`src/design/smcm_pkg.sv`:
```
// ----------------------------------------------------------------------------
// smcm_pkg: shared types and constants of the servo move completion monitor
// Request and error codes, register map, reset values and payload structs.
// ----------------------------------------------------------------------------
package smcm_pkg;

    // request codes
    localparam logic [2:0] REQ_START    = 3'd0;
    localparam logic [2:0] REQ_FB_OK    = 3'd1;
    localparam logic [2:0] REQ_FB_FAIL  = 3'd2;
    localparam logic [2:0] REQ_EVALUATE = 3'd3;
    localparam logic [2:0] REQ_CANCEL   = 3'd4;

    // error codes
    localparam logic [2:0] ERR_NONE        = 3'd0;
    localparam logic [2:0] ERR_FB_TIMEOUT  = 3'd1;
    localparam logic [2:0] ERR_MOVE_TIMEOUT = 3'd2;
    localparam logic [2:0] ERR_NO_MOTION   = 3'd3;
    localparam logic [2:0] ERR_STOP_SHORT  = 3'd4;
    localparam logic [2:0] ERR_STALLED     = 3'd5;

    // register map, word index
    localparam int          ADDR_W = 5;
    localparam logic [2:0] REG_START_GRACE   = 3'd0;
    localparam logic [2:0] REG_START_CONFIRM = 3'd1;
    localparam logic [2:0] REG_STOP_SETTLE   = 3'd2;
    localparam logic [2:0] REG_NO_PROGRESS   = 3'd3;
    localparam logic [2:0] REG_MOVE_TIMEOUT  = 3'd4;
    localparam logic [2:0] REG_FB_TIMEOUT    = 3'd5;
    localparam logic [2:0] REG_POS_TOL       = 3'd6;
    localparam logic [2:0] REG_SNAP_STEPS    = 3'd7;

    // register reset values
    localparam logic [15:0] RST_START_GRACE   = 16'd200;
    localparam logic [15:0] RST_START_CONFIRM = 16'd1500;
    localparam logic [15:0] RST_STOP_SETTLE   = 16'd500;
    localparam logic [15:0] RST_NO_PROGRESS   = 16'd4000;
    localparam logic [15:0] RST_MOVE_TIMEOUT  = 16'd15000;
    localparam logic [15:0] RST_FB_TIMEOUT    = 16'd2000;
    localparam logic [7:0]  RST_POS_TOL       = 8'd4;
    localparam logic [7:0]  RST_SNAP_STEPS    = 8'd32;

    localparam logic [3:0] FAIL_COUNT_MAX = 4'd15;

    typedef struct packed {
        logic [15:0] start_grace_ms;
        logic [15:0] start_confirm_ms;
        logic [15:0] stop_settle_ms;
        logic [15:0] no_progress_ms;
        logic [15:0] move_timeout_ms;
        logic [15:0] fb_limit_ms;
        logic [7:0]  position_tolerance;
        logic [7:0]  snap_steps;
    } cfg_t;

    typedef struct packed {
        logic [2:0]         req_type;
        logic [31:0]        now_ms;
        logic signed [15:0] start_delta;
        logic signed [15:0] speed_sample;
        logic               moving_bit;
        logic signed [15:0] remaining_sample;
    } req_t;

    typedef struct packed {
        logic       moving;
        logic       stop_request;
        logic [2:0] error_code;
        logic       blocked;
        logic       feedback_healthy;
    } rsp_t;

    // magnitude of a 16-bit signed value; -32768 maps to 32768
    function automatic logic [15:0] mag16(input logic signed [15:0] v);
        logic [15:0] r;
        r = v[15] ? 16'(-v) : 16'(v);
        return r;
    endfunction

endpackage

```
`src/design/smcm_if.sv`:
```
// ----------------------------------------------------------------------------
// smcm_if: valid/ready channels of the servo move completion monitor
// One interface for request words, one for result words.
// ----------------------------------------------------------------------------
interface smcm_req_if;
    logic           valid;
    logic           ready;
    smcm_pkg::req_t payload;

    modport source (output valid, output payload, input ready);
    modport sink   (input valid, input payload, output ready);
endinterface

interface smcm_rsp_if;
    logic           valid;
    logic           ready;
    smcm_pkg::rsp_t payload;

    modport source (output valid, output payload, input ready);
    modport sink   (input valid, input payload, output ready);
endinterface

```
`src/design/smcm_regs.sv`:
```
// ----------------------------------------------------------------------------
// smcm_regs: configuration register file
// APB-style write and read of the eight timing and tolerance registers.
// ----------------------------------------------------------------------------
module smcm_regs (
    input  logic                        clk,
    input  logic                        rst_n,
    input  logic                        psel,
    input  logic                        penable,
    input  logic                        pwrite,
    input  logic [smcm_pkg::ADDR_W-1:0] paddr,
    input  logic [31:0]                 pwdata,
    output logic [31:0]                 prdata,
    output logic                        pready,
    output smcm_pkg::cfg_t              cfg
);

    smcm_pkg::cfg_t cfg_reg;
    logic           wr_en;
    logic [2:0]     idx;

    assign pready = 1'b1;
    assign wr_en  = psel && penable && pwrite;
    assign idx    = paddr[4:2];
    assign cfg    = cfg_reg;

    always_ff @(posedge clk or negedge rst_n)
    begin
        if (!rst_n)
        begin
            cfg_reg.start_grace_ms      <= smcm_pkg::RST_START_GRACE;
            cfg_reg.start_confirm_ms    <= smcm_pkg::RST_START_CONFIRM;
            cfg_reg.stop_settle_ms      <= smcm_pkg::RST_STOP_SETTLE;
            cfg_reg.no_progress_ms      <= smcm_pkg::RST_NO_PROGRESS;
            cfg_reg.move_timeout_ms     <= smcm_pkg::RST_MOVE_TIMEOUT;
            cfg_reg.fb_limit_ms         <= smcm_pkg::RST_FB_TIMEOUT;
            cfg_reg.position_tolerance  <= smcm_pkg::RST_POS_TOL;
            cfg_reg.snap_steps          <= smcm_pkg::RST_SNAP_STEPS;
        end
        else if (wr_en)
        begin
            case (idx)
                smcm_pkg::REG_START_GRACE:   cfg_reg.start_grace_ms      <= pwdata[15:0];
                smcm_pkg::REG_START_CONFIRM: cfg_reg.start_confirm_ms    <= pwdata[15:0];
                smcm_pkg::REG_STOP_SETTLE:   cfg_reg.stop_settle_ms      <= pwdata[15:0];
                smcm_pkg::REG_NO_PROGRESS:   cfg_reg.no_progress_ms      <= pwdata[15:0];
                smcm_pkg::REG_MOVE_TIMEOUT:  cfg_reg.move_timeout_ms     <= pwdata[15:0];
                smcm_pkg::REG_FB_TIMEOUT:    cfg_reg.fb_limit_ms         <= pwdata[15:0];
                smcm_pkg::REG_POS_TOL:       cfg_reg.position_tolerance  <= pwdata[7:0];
                smcm_pkg::REG_SNAP_STEPS:    cfg_reg.snap_steps          <= pwdata[7:0];
                default: ;
            endcase
        end
    end

    always_comb
    begin
        case (idx)
            smcm_pkg::REG_START_GRACE:   prdata = {16'd0, cfg_reg.start_grace_ms};
            smcm_pkg::REG_START_CONFIRM: prdata = {16'd0, cfg_reg.start_confirm_ms};
            smcm_pkg::REG_STOP_SETTLE:   prdata = {16'd0, cfg_reg.stop_settle_ms};
            smcm_pkg::REG_NO_PROGRESS:   prdata = {16'd0, cfg_reg.no_progress_ms};
            smcm_pkg::REG_MOVE_TIMEOUT:  prdata = {16'd0, cfg_reg.move_timeout_ms};
            smcm_pkg::REG_FB_TIMEOUT:    prdata = {16'd0, cfg_reg.fb_limit_ms};
            smcm_pkg::REG_POS_TOL:       prdata = {24'd0, cfg_reg.position_tolerance};
            smcm_pkg::REG_SNAP_STEPS:    prdata = {24'd0, cfg_reg.snap_steps};
            default:                     prdata = 32'd0;
        endcase
    end

endmodule

```
`src/design/smcm_core.sv`:
```
// ----------------------------------------------------------------------------
// smcm_core: move supervision state and pipeline
// Input register, single-pass state update, result register.
// ----------------------------------------------------------------------------
module smcm_core #(
    parameter int MAX_FAILS        = 10,
    parameter int SPEED_STOP_LIMIT = 10
) (
    input  logic           clk,
    input  logic           rst_n,
    input  smcm_pkg::cfg_t cfg,
    smcm_req_if.sink       req,
    smcm_rsp_if.source     rsp
);

    // pipeline registers
    logic           in_valid_reg;
    smcm_pkg::req_t in_data_reg;
    logic           out_valid_reg;
    smcm_pkg::rsp_t out_data_reg;
    logic           advance;
    logic           fire;

    // supervision state
    logic        active_reg, active_next;
    logic        observed_reg, observed_next;
    logic [31:0] start_time_reg, start_time_next;
    logic [31:0] last_good_reg, last_good_next;
    logic        ever_good_reg, ever_good_next;
    logic        settle_valid_reg, settle_valid_next;
    logic [31:0] settle_since_reg, settle_since_next;
    logic [31:0] progress_time_reg, progress_time_next;
    logic        best_none_reg, best_none_next;
    logic [15:0] best_rem_reg, best_rem_next;
    logic signed [15:0] speed_held_reg, speed_held_next;
    logic        moving_held_reg, moving_held_next;
    logic signed [15:0] rem_held_reg, rem_held_next;
    logic [3:0]  fail_count_reg, fail_count_next;
    logic        blocked_reg, blocked_next;
    logic [2:0]  error_reg, error_next;

    smcm_pkg::rsp_t rsp_next;
    logic        stop;

    // evaluation terms
    logic [31:0] now;
    logic [31:0] elapsed;
    logic [31:0] fb_age;
    logic [31:0] fb_age_out;
    logic [15:0] rem;
    logic [15:0] spd;
    logic [16:0] tol17;
    logic        spd_stop;
    logic        obs;
    logic        prog_upd;
    logic        settled;
    logic [31:0] prog_after;

    assign advance   = !out_valid_reg || rsp.ready;
    assign req.ready = !in_valid_reg || advance;
    assign fire      = in_valid_reg && advance;

    assign rsp.valid   = out_valid_reg;
    assign rsp.payload = out_data_reg;

    assign now      = in_data_reg.now_ms;
    assign elapsed  = now - start_time_reg;
    assign fb_age   = now - last_good_reg;
    assign rem      = smcm_pkg::mag16(rem_held_reg);
    assign spd      = smcm_pkg::mag16(speed_held_reg);
    assign tol17    = {9'd0, cfg.position_tolerance};
    assign spd_stop = spd <= 16'(SPEED_STOP_LIMIT);

    always_comb
    begin
        active_next        = active_reg;
        observed_next      = observed_reg;
        start_time_next    = start_time_reg;
        last_good_next     = last_good_reg;
        ever_good_next     = ever_good_reg;
        settle_valid_next  = settle_valid_reg;
        settle_since_next  = settle_since_reg;
        progress_time_next = progress_time_reg;
        best_none_next     = best_none_reg;
        best_rem_next      = best_rem_reg;
        speed_held_next    = speed_held_reg;
        moving_held_next   = moving_held_reg;
        rem_held_next      = rem_held_reg;
        fail_count_next    = fail_count_reg;
        blocked_next       = blocked_reg;
        error_next         = error_reg;
        stop               = 1'b0;
        obs                = 1'b0;
        prog_upd           = 1'b0;
        settled            = 1'b0;
        prog_after         = progress_time_reg;

        case (in_data_reg.req_type)
            smcm_pkg::REQ_START:
            begin
                error_next        = smcm_pkg::ERR_NONE;
                settle_valid_next = 1'b0;
                observed_next     = 1'b0;
                if (smcm_pkg::mag16(in_data_reg.start_delta) <= {8'd0, cfg.position_tolerance})
                begin
                    active_next = 1'b0;
                end
                else
                begin
                    start_time_next    = now;
                    progress_time_next = now;
                    best_none_next     = 1'b1;
                    active_next        = 1'b1;
                end
            end
            smcm_pkg::REQ_FB_OK:
            begin
                speed_held_next  = in_data_reg.speed_sample;
                moving_held_next = in_data_reg.moving_bit;
                rem_held_next    = in_data_reg.remaining_sample;
                fail_count_next  = 4'd0;
                blocked_next     = 1'b0;
                last_good_next   = now;
                ever_good_next   = 1'b1;
            end
            smcm_pkg::REQ_FB_FAIL:
            begin
                if (fail_count_reg < smcm_pkg::FAIL_COUNT_MAX)
                    fail_count_next = fail_count_reg + 4'd1;
                if (fail_count_next >= 4'(MAX_FAILS))
                    blocked_next = 1'b1;
            end
            smcm_pkg::REQ_EVALUATE:
            begin
                if (active_reg && elapsed >= {16'd0, cfg.start_grace_ms})
                begin
                    if (fb_age > {16'd0, cfg.fb_limit_ms})
                    begin
                        stop             = 1'b1;
                        error_next       = smcm_pkg::ERR_FB_TIMEOUT;
                        speed_held_next  = 16'sd0;
                        moving_held_next = 1'b0;
                    end
                    else if (elapsed > {16'd0, cfg.move_timeout_ms})
                    begin
                        stop       = 1'b1;
                        error_next = smcm_pkg::ERR_MOVE_TIMEOUT;
                    end
                    else
                    begin
                        obs           = observed_reg || !spd_stop || moving_held_reg;
                        observed_next = obs;
                        if (!obs)
                        begin
                            if (elapsed >= {16'd0, cfg.start_confirm_ms})
                            begin
                                stop       = 1'b1;
                                error_next = smcm_pkg::ERR_NO_MOTION;
                            end
                        end
                        else
                        begin
                            // track the closest distance seen, with tolerance as hysteresis
                            prog_upd = ({1'b0, rem} > tol17) && (best_none_reg ||
                                       ({1'b0, rem} + tol17 < {1'b0, best_rem_reg}));
                            if (prog_upd)
                            begin
                                best_rem_next      = rem;
                                best_none_next     = 1'b0;
                                progress_time_next = now;
                                prog_after         = now;
                            end
                            if ((spd_stop && !moving_held_reg) || ({1'b0, rem} <= tol17) ||
                                (spd_stop && rem <= {8'd0, cfg.snap_steps}))
                            begin
                                if (!settle_valid_reg)
                                begin
                                    settle_valid_next = 1'b1;
                                    settle_since_next = now;
                                end
                                else if (now - settle_since_reg >= {16'd0, cfg.stop_settle_ms})
                                begin
                                    settled = 1'b1;
                                    if (rem > {8'd0, cfg.snap_steps})
                                        error_next = smcm_pkg::ERR_STOP_SHORT;
                                    active_next       = 1'b0;
                                    observed_next     = 1'b0;
                                    settle_valid_next = 1'b0;
                                end
                            end
                            else
                            begin
                                settle_valid_next = 1'b0;
                            end
                            if (!settled && ({1'b0, rem} > tol17) && !best_none_next &&
                                (now - prog_after >= {16'd0, cfg.no_progress_ms}))
                            begin
                                stop       = 1'b1;
                                error_next = smcm_pkg::ERR_STALLED;
                            end
                        end
                    end
                end
            end
            smcm_pkg::REQ_CANCEL:
            begin
                stop       = 1'b1;
                error_next = smcm_pkg::ERR_NONE;
            end
            default: ;
        endcase

        // common stop actions; the error code was set by the calling check
        if (stop)
        begin
            rem_held_next     = 16'sd0;
            active_next       = 1'b0;
            observed_next     = 1'b0;
            settle_valid_next = 1'b0;
        end
    end

    assign fb_age_out = now - last_good_next;

    always_comb
    begin
        rsp_next.moving           = active_next;
        rsp_next.stop_request     = stop;
        rsp_next.error_code       = error_next;
        rsp_next.blocked          = blocked_next;
        rsp_next.feedback_healthy = ever_good_next && !blocked_next &&
                                    (fb_age_out <= {16'd0, cfg.fb_limit_ms});
    end

    // pipeline control
    always_ff @(posedge clk or negedge rst_n)
    begin
        if (!rst_n)
        begin
            in_valid_reg  <= 1'b0;
            out_valid_reg <= 1'b0;
        end
        else
        begin
            if (req.ready)
                in_valid_reg <= req.valid;
            if (advance)
                out_valid_reg <= in_valid_reg;
        end
    end

    // payload words
    always_ff @(posedge clk)
    begin
        if (req.ready && req.valid)
            in_data_reg <= req.payload;
        if (fire)
            out_data_reg <= rsp_next;
    end

    // state advances once per word as it moves into the result register
    always_ff @(posedge clk or negedge rst_n)
    begin
        if (!rst_n)
        begin
            active_reg        <= 1'b0;
            observed_reg      <= 1'b0;
            start_time_reg    <= 32'd0;
            last_good_reg     <= 32'd0;
            ever_good_reg     <= 1'b0;
            settle_valid_reg  <= 1'b0;
            settle_since_reg  <= 32'd0;
            progress_time_reg <= 32'd0;
            best_none_reg     <= 1'b1;
            best_rem_reg      <= 16'd0;
            speed_held_reg    <= 16'sd0;
            moving_held_reg   <= 1'b0;
            rem_held_reg      <= 16'sd0;
            fail_count_reg    <= 4'd0;
            blocked_reg       <= 1'b0;
            error_reg         <= smcm_pkg::ERR_NONE;
        end
        else if (fire)
        begin
            active_reg        <= active_next;
            observed_reg      <= observed_next;
            start_time_reg    <= start_time_next;
            last_good_reg     <= last_good_next;
            ever_good_reg     <= ever_good_next;
            settle_valid_reg  <= settle_valid_next;
            settle_since_reg  <= settle_since_next;
            progress_time_reg <= progress_time_next;
            best_none_reg     <= best_none_next;
            best_rem_reg      <= best_rem_next;
            speed_held_reg    <= speed_held_next;
            moving_held_reg   <= moving_held_next;
            rem_held_reg      <= rem_held_next;
            fail_count_reg    <= fail_count_next;
            blocked_reg       <= blocked_next;
            error_reg         <= error_next;
        end
    end

    // a stopped move is never reported as still running
    a_stop_ends_move: assert property (@(posedge clk) disable iff (!rst_n)
        fire && stop |=> !active_reg && !out_data_reg.moving)
        else $error("stop request left the move active");

    // blocked only after enough consecutive failures
    a_blocked_count: assert property (@(posedge clk) disable iff (!rst_n)
        blocked_reg |-> fail_count_reg >= 4'(MAX_FAILS))
        else $error("blocked flag without enough failed reads");

    // settle timer and motion flag only live within a move
    a_settle_in_move: assert property (@(posedge clk) disable iff (!rst_n)
        (settle_valid_reg || observed_reg) |-> active_reg)
        else $error("settle or observed state outside a move");

    // input side stalls only behind a held result
    a_stall_cause: assert property (@(posedge clk) disable iff (!rst_n)
        !req.ready |-> in_valid_reg && out_valid_reg && !rsp.ready)
        else $error("input stalled without a waiting result");

endmodule

```
`src/design/servo_move_completion_monitor.sv`:
```
// ----------------------------------------------------------------------------
// servo_move_completion_monitor: supervision of a single servo move
// Register file plus state-update pipeline with valid/ready channels.
// ----------------------------------------------------------------------------
// The monitor takes one request word per clock cycle and returns one result
// word for each: the word sits in an input register, passes once through the
// move-supervision compare logic that updates the state, and lands in a result
// register. Back-to-back words see each other's state updates without a
// bubble; the input side stalls only while a result waits on the output.
// Registers are written over the APB port at byte address 4*i and must be
// changed only while no word is in flight.
module servo_move_completion_monitor #(
    parameter int MAX_FAILS        = 10,
    parameter int SPEED_STOP_LIMIT = 10
) (
    input  logic                        clk,
    input  logic                        rst_n,
    smcm_req_if.sink                    req,
    smcm_rsp_if.source                  rsp,
    input  logic                        psel,
    input  logic                        penable,
    input  logic                        pwrite,
    input  logic [smcm_pkg::ADDR_W-1:0] paddr,
    input  logic [31:0]                 pwdata,
    output logic [31:0]                 prdata,
    output logic                        pready
);

    smcm_pkg::cfg_t cfg;

    smcm_regs u_regs (
        .clk     (clk),
        .rst_n   (rst_n),
        .psel    (psel),
        .penable (penable),
        .pwrite  (pwrite),
        .paddr   (paddr),
        .pwdata  (pwdata),
        .prdata  (prdata),
        .pready  (pready),
        .cfg     (cfg)
    );

    smcm_core #(
        .MAX_FAILS        (MAX_FAILS),
        .SPEED_STOP_LIMIT (SPEED_STOP_LIMIT)
    ) u_core (
        .clk   (clk),
        .rst_n (rst_n),
        .cfg   (cfg),
        .req   (req),
        .rsp   (rsp)
    );

endmodule
```
`src/flat_wrapper.sv`:
```
// flat-port wrapper written by rule: the top's interface ports become plain ports
module servo_move_completion_monitor_flat 
#(
    parameter int MAX_FAILS        = 10,
    parameter int SPEED_STOP_LIMIT = 10
)
  (clk, rst_n, psel, penable, pwrite, paddr, pwdata, prdata, pready, req_valid, req_payload, req_ready, rsp_valid, rsp_payload, rsp_ready);
  smcm_req_if req_i ();
  smcm_rsp_if rsp_i ();
  input  logic clk;
  input  logic rst_n;
  input  logic psel;
  input  logic penable;
  input  logic pwrite;
  input  logic [smcm_pkg::ADDR_W-1:0] paddr;
  input  logic [31:0] pwdata;
  output logic [31:0] prdata;
  output logic pready;
  input wire logic [$bits(req_i.valid)-1:0] req_valid;
  input wire logic [$bits(req_i.payload)-1:0] req_payload;
  output wire logic [$bits(req_i.ready)-1:0] req_ready;
  output wire logic [$bits(rsp_i.valid)-1:0] rsp_valid;
  output wire logic [$bits(rsp_i.payload)-1:0] rsp_payload;
  input wire logic [$bits(rsp_i.ready)-1:0] rsp_ready;
  assign req_i.valid = req_valid;
  assign req_i.payload = req_payload;
  assign req_ready = req_i.ready;
  assign rsp_valid = rsp_i.valid;
  assign rsp_payload = rsp_i.payload;
  assign rsp_i.ready = rsp_ready;
  servo_move_completion_monitor #(.MAX_FAILS(MAX_FAILS), .SPEED_STOP_LIMIT(SPEED_STOP_LIMIT)) u_core (.clk(clk), .rst_n(rst_n), .req(req_i), .rsp(rsp_i), .psel(psel), .penable(penable), .pwrite(pwrite), .paddr(paddr), .pwdata(pwdata), .prdata(prdata), .pready(pready));
endmodule
```
`config.mk`:
```
export PLATFORM = sky130hd
export DESIGN_NAME = servo_move_completion_monitor_flat
export DESIGN_NICKNAME = d
export VERILOG_FILES = /design/src/design/smcm_pkg.sv /design/src/design/smcm_if.sv /design/src/design/smcm_regs.sv /design/src/design/smcm_core.sv /design/src/design/servo_move_completion_monitor.sv /design/src/flat_wrapper.sv
export SDC_FILE = /design/constraint.sdc
export NUM_CORES = 1
export LEC_CHECK = 0
export BUFFER_PORTS_ARGS = -buffer_cell sky130_fd_sc_hd__buf_2
export CORE_MARGIN = 2
export CORE_UTILIZATION = 40
export DETAILED_ROUTE_END_ITERATION = 8
export PLACE_DENSITY = 0.67
export SLEW_MARGIN = 10
export SYNTH_ARGS = -nofsm -noshare
export SYNTH_HDL_FRONTEND = slang
export SYNTH_SLANG_ARGS = --single-unit
```
`constraint.sdc`:
```
create_clock -name clk -period 12.7 [get_ports clk]
set_input_delay 0 -clock clk [delete_from_list [all_inputs] [get_ports clk]]
set_output_delay 0 -clock clk [all_outputs]
set_load 0.01 [all_outputs]
```
==> reports/results.ini, run 1 <==
[synthesis]
synthArstFlopShare_pct = 77.0
synth-edff-count = 91
yosysUniqueCellTypes = 95
netlist_top_cells_area = sky130_fd_sc_hd__dfrtp_1 (22%), sky130_fd_sc_hd__ha_1 (13%), sky130_fd_sc_hd__edfxtp_1 (8.9%)
yosys.area.top_type = sky130_fd_sc_hd__dfrtp_1
number_of_warning_messages_in_the_yosys_log = 0
synthesis_stage_register_bit_count = 395
postSynth.topFlopCell = sky130_fd_sc_hd__dfrtp_1
ys_seq_area_share_pct = 33.8
netlist_area_sq_um = 30700
synth.avg_cell_area_sq_um = 8.80
netlist.area_leader.share_pct = 21.7
syn_inst = 3490

[sta]
min_period_over_period_pct = 85.0
rsz0062_at_grt = false
slew_headroom_pct = 23.7
skew_ps = 33.3
finalHoldViolations = 0
period_minus_slack_ps = 10800
fmax_mhz = 92.6
worst-slew-pin-transition_ps = 1140
setup-tns-final_ps = 0
finalSetupViolCount = 0
finalMaxSlewViolations = 0

[setup_path]
worst-endpoint-arrival_ps = 11290
max_stage_delay_ps = 790
setup.worst_path.class = reg2reg
cp_buf_inv_count = 2
cp_common_cell = sky130_fd_sc_hd__a21oi_1
critical-path-top-delay-family = compound AO/OA/AOI/OAI gates
kind_of_end_point_of_the_critical_path = register
crit_required_ps = 13200
slowest_stage_cell_crit_path = sky130_fd_sc_hd__dfrtp_1
worstPathMaxFanout = 25
cp-start-kind = register

[drt]
dr_total_vias = 26538
drc = 0
drt_pass1_iterations = 6
drt-initial-drc-count = 1928
detail_route.wl_per_cell_um = 18.7
route.antenna.remaining_nets = 0
route.final.wire_length_um = 88900
route.detailed.vias_per_inst = 5.58

[clock_network]
cts.htree.levels = 2
postCtsResizedCells = 0
cts_num_sinks = 395
clk_pin_slew_ps = 60
worst_skew_pair_latency_ps = 610
cts.root.buffer_cell = sky130_fd_sc_hd__clkbuf_16
tritoncts = done
cts_buffer_depth = 3
post_cts.repair.setup_buffers = 0
cts_made_buffers = 51

[floorplan]
total_die_area_sq_um = 79000
die_height_um = 281
die_width_um = 281
floorplan.initialDensity_pct = 40.4
top_level_ports = 170
core_sq_um = 75900
floorplan.rows = 101

[power_and_ir_drop]
vdd_drop_max_v = 0.000106
p_leak_nw = 15.7
power.density_cell_area_nw_per_um2 = 172
design_power_total_mw = 6.03

[final_layout]
finish.utilization_pct = 46.1
mostFrequentLayoutCell = sky130_fd_sc_hd__nand2_1
most-common-layout-cells = sky130_fd_sc_hd__nand2_1 (357), sky130_fd_sc_hd__inv_1 (318), sky130_fd_sc_hd__ha_1 (318)
num-nets-final = 4135
area_growth_syn_to_layout_pct = 14.1
fin_cells = 4755
final_area_sq_um = 35000
flip_flop_count_of_the_largest_register_after_layout = 112
drive_above_1_share_pct = 11.2

[place]
place.detailed.instances = 4556
place.gp.congestion = 0.919
place.detailed.hpwl_um = 66800
post_dp_cell_area_sq_um = 32400
io_buffer_count = 134

[global_routing]
number_of_global_route_vias_before_repair = 25374
gr-usage-all-layers_pct = 22.3
globalRoute.totalOverflow = 0
grt_pass1_wl_um = 140000
grt_start_max_net_pins = 100
antenna_found_initial = 1

[min_path]
hp-class = in2async

[job]
max_cap_violations = 0

[outcome]
outcome = complete, no violations

[power breakdown]
group	leakage, nW	switching, mW	total, mW	internal (mW)
sequential	4.42	0.199	1.77	1.57
clock	0.767	0.572	1.40	0.827
combinational	10.5	1.68	2.87	1.18
[per-stage QoR]
stage | hold slack (ps) | worst slack, ps
finish | 7.91 | 1900
global placement | 105 | 2110
CTS | 2.96 | 1840
global route | 75.9 | 725
floorplan | -296 | 3230
detailed placement | 111 | 1920
[worst paths after layout]
path | startpoint | to | slack [ps] | cells after the start
setup / recovery | u_core.u_core.rem_held_reg[15] | u_core.u_core.rem_held_reg[2] | 1900 | 45
hold / removal | rst_n | u_core.u_core.rsp.valid | 8 | 2
setup reg to reg | u_core.u_core.rem_held_reg[15] | u_core.u_core.rem_held_reg[2] | 1900 | 45
hold reg to reg | u_core.u_core.ever_good_reg | u_core.u_core.ever_good_reg | 490 | 1
max in group asynchronous | rst_n | u_core.u_regs.cfg[40] | 11100 | 3
min in group clk | penable | u_core.u_regs.cfg[35] | 50 | 5
[worst reg2reg max path: cells and delay by family (launching register included)]
kind | cells | cell delay (ps)
and+or+nand+nor | 15 | 2910
buffers and inverters | 2 | 470
DFF | 1 | 790
AOI/OAI and AO/OA | 23 | 5050
muxes | 1 | 250
adders and majority gates | 4 | 1230
[synth_stat cells, types with 49 or more instances]
library cell / number
sky130_fd_sc_hd__a21o_1: 101
sky130_fd_sc_hd__a21oi_1: 195
sky130_fd_sc_hd__clkbuf_1: 111
sky130_fd_sc_hd__dfrtp_1: 266
sky130_fd_sc_hd__edfxtp_1: 91
sky130_fd_sc_hd__ha_1: 318
sky130_fd_sc_hd__inv_1: 318
sky130_fd_sc_hd__mux2_2: 90
sky130_fd_sc_hd__mux2i_1: 107
sky130_fd_sc_hd__nand2_1: 357
sky130_fd_sc_hd__nand2b_1: 49
sky130_fd_sc_hd__nand3_1: 61
sky130_fd_sc_hd__nor2_1: 202
sky130_fd_sc_hd__nor3_1: 56
sky130_fd_sc_hd__o21ai_0: 314
sky130_fd_sc_hd__xnor2_1: 91
[routing by layer]
| metal | wire length (um) | global-route usage [%] | share of wire (%) |
|---|---|---|---|
| met1 | 40700 | 30.7 | 46 |
| met2 | 40900 | 36.5 | 46 |
| met3 | 4690 | 2.60 | 5.3 |
| met4 | 2610 | 7.05 | 2.9 |
| met5 | 0 | 0 | 0 |
[cell families (layout without fill, tap and decap cells)]
| group | after synthesis | count (layout) | synth area share [%] |
|---|---|---|---|
| other cells | 2 | 18 | 0.0245 |
| flops | 395 | 395 | 33.8 |
| xor+xnor | 125 | 125 | 3.57 |
| fa+ha+maj | 330 | 330 | 13.5 |
| compound gates | 1000 | 1000 | 20.9 |
| buf+inv | 465 | 684 | 5.94 |
| simple gates | 974 | 974 | 15.3 |
| mux | 199 | 199 | 6.93 |
[cell type report]
| cell class | instances | area (sq um) |
|---|---|---|
| sequential | 395 | 10400 |
| timing repair buffer | 272 | 1980 |
| multi-input combinational | 2645 | 18600 |
| clock buffer | 73 | 1410 |
| inverter | 318 | 1190 |
| fill | 7261 | 40900 |
| clock inverter | 21 | 184 |
| tap | 1030 | 1290 |
| antenna | 1 | 2.50 |
[what timing repair did]
| item | CTS | global route |
|---|---|---|
| hold buffers | 104 | 0 |
| endpoints found under the setup margin | 0 | 0 |
| endpoints found under the hold margin | 294 | 0 |
No activity file was read; power rests on OpenSTA's default activity.
==> run 2: changes to the inputs <==
Settings changed: CTS_BUF_LIST set to sky130_fd_sc_hd__clkbuf_16.
==> run 2 against run 1 <==
Combinational power barely moved; register-to-register slack got worse by 30 ps; setup slack got worse by 31 ps; clock skew fell by 1.3 ps; largest cell class unchanged; critical path depth did not move; clock power fell by 4%; die area did not move; largest power group unchanged; routed wire length fell by 0.16%.
==> reports/results.ini, run 2 (synthesis results as in run 1) <==
[outcome]
outcome = complete, no violations

[drt]
route.final.wire_length_um = 88700
route.detailed.vias_per_inst = 5.58
drt_pass1_iterations = 5
drt-initial-drc-count = 1932
drc = 0
route.antenna.remaining_nets = 0
dr_total_vias = 26545
detail_route.wl_per_cell_um = 18.7

[power_and_ir_drop]
p_leak_nw = 15.7
power.density_cell_area_nw_per_um2 = 171
clock_power_share_pct = 22.6
total_internal_power_mw = 3.53
sw_frac_of_total_pct = 40.9
power.share.sequential_pct = 29.5
vdd_drop_max_v = 0.000107
power.combinational.fraction_pct = 47.9
p_switching_mw = 2.45

[clock_network]
post_cts.repair.setup_buffers = 0
cts_made_buffers = 51
cts.htree.levels = 2
worst_skew_pair_latency_ps = 610
clk_pin_slew_ps = 60
tritoncts = done
cts.root.buffer_cell = sky130_fd_sc_hd__clkbuf_16
postCtsResizedCells = 0
cts_num_sinks = 395
cts_buffer_depth = 3

[setup_path]
startpoint = u_core.u_core.rem_held_reg[15]
timing.rr.end = u_core.u_core.rem_held_reg[2]
max_stage_delay_ps = 790
critical_path.endpoint = u_core.u_core.rem_held_reg[2]
kind_of_end_point_of_the_critical_path = register
crit_required_ps = 13190
reg2reg_slack_ps = 1870
slowest_stage_cell_crit_path = sky130_fd_sc_hd__dfrtp_1
worstPathMaxFanout = 25
worst-endpoint-arrival_ps = 11320
worst_reg2reg_path_length_in_cells = 45
cp_common_cell = sky130_fd_sc_hd__a21oi_1
setup.worst_path.class = reg2reg
r2r-start = u_core.u_core.rem_held_reg[15]
cp-start-kind = register

[sta]
slew_headroom_pct = 19.1
worst-slew-pin-transition_ps = 1180
skew_ps = 32.0
rsz0062_at_grt = false
finalMaxSlewViolations = 0
period_minus_slack_ps = 10830
fin_ws_ps = 1870
finalSetupViolCount = 0
fmax_mhz = 92.3
finalHoldViolations = 0
setup-tns-final_ps = 0
min_period_over_period_pct = 85.3

[place]
detailedPlace.worstSlack_ps = 1920
place.gp.congestion = 0.919
place.detailed.hpwl_um = 66800
io_buffer_count = 134

[final_layout]
drive_above_1_share_pct = 11.1
layout.filler_cells = 7265
flip_flop_count_of_the_largest_register_after_layout = 112
mostFrequentLayoutCell = sky130_fd_sc_hd__nand2_1
most-common-layout-cells = sky130_fd_sc_hd__nand2_1 (357), sky130_fd_sc_hd__inv_1 (335), sky130_fd_sc_hd__ha_1 (318)
num-nets-final = 4135
area_growth_syn_to_layout_pct = 14.0

[global_routing]
globalRoute.totalOverflow = 0
globalRouteMet1Util_pct = 30.7
gr-usage-all-layers_pct = 22.3
met2_usage_pct = 36.5
grt_pass1_wl_um = 140000
grt.busiest_layer = met2
gr-usage-met3_pct = 2.60
grt_start_max_net_pins = 100
number_of_global_route_vias_before_repair = 25364
antenna_found_initial = 1

[floorplan]
core_sq_um = 75900
die_height_um = 281
total_die_area_sq_um = 79000
top_level_ports = 170
floorplan.rows = 101
die_width_um = 281
floorplan.initialDensity_pct = 40.4

[min_path]
hp-class = in2async

[job]
max_cap_violations = 0

## run 2: power by group through the flow
stage	logic (mW)	registers [mW]	clock network, mW
after floorplan	2.10	1.70	0
after global placement	2.76	1.77	0
after detailed placement	2.80	1.78	0
after CTS	2.85	1.76	1.39
after global routing	3.21	1.80	1.44
final	2.86	1.77	1.35
## run 2: per-layer routing
layer,wire [um],share of wire (%)
met1,40500,46
met2,40800,46
met3,4810,5.4
met4,2630,3.0
met5,0,0
## run 2: timing repair
item	4_1_cts	5_1_grt
hold endpoints to repair	294	0
setup endpoints to repair	0	0
hold buffers	104	0
## run 2: worst min-delay path by stage
stage / start / endpoint
6_report: rst_n / u_core.u_core.rsp.valid
3_5_place_dp: rst_n / u_core.u_core.rsp.valid
3_3_place_gp: rst_n / u_core.u_core.rsp.valid
5_1_grt: pwrite / u_core.u_regs.cfg[35]
2_1_floorplan: rst_n / u_core.u_core.active_reg
4_1_cts: penable / u_core.u_regs.cfg[35]
## run 2: worst max-delay path: cells and delay by family, from the launching register on
family | cells | cell delay (ps)
adders and majority gates | 4 | 1230
AOI/OAI and AO/OA | 24 | 5320
DFF | 1 | 790
muxes | 1 | 240
and+or+nand+nor | 14 | 2640
buffers and inverters | 2 | 470
## run 2: per-stage QoR
| stage | utilization [%] | hold slack [ps] | cells | total power [mW] | instance area (sq um) |
|---|---|---|---|---|---|
| after floorplan | - | -296 | 3505 | 3.80 | 30800 |
| after global placement | 42.7 | 105 | 4556 | 4.53 | 32400 |
| after CTS | 46.1 | 2.96 | 4754 | 6.00 | 35000 |
| after global routing | 46.1 | 75.9 | 4754 | 6.44 | 35000 |
| final | 46.1 | 2.42 | 4755 | 5.98 | 35000 |
| after detailed placement | 42.7 | 111 | 4556 | 4.58 | 32400 |
## run 2: cell type report
cell class | instances | area, sq um | share of cell area (%)
diodes | 1 | 2.50 | 0.00715
clock buffers | 51 | 1280 | 3.65
clock inverters | 43 | 267 | 0.762
inverters | 318 | 1190 | 3.41
multi-input cells | 2645 | 18600 | 53.2
flip-flops and latches | 395 | 10400 | 29.7
well taps | 1030 | 1290 | 3.68
repair buffers | 272 | 1980 | 5.65
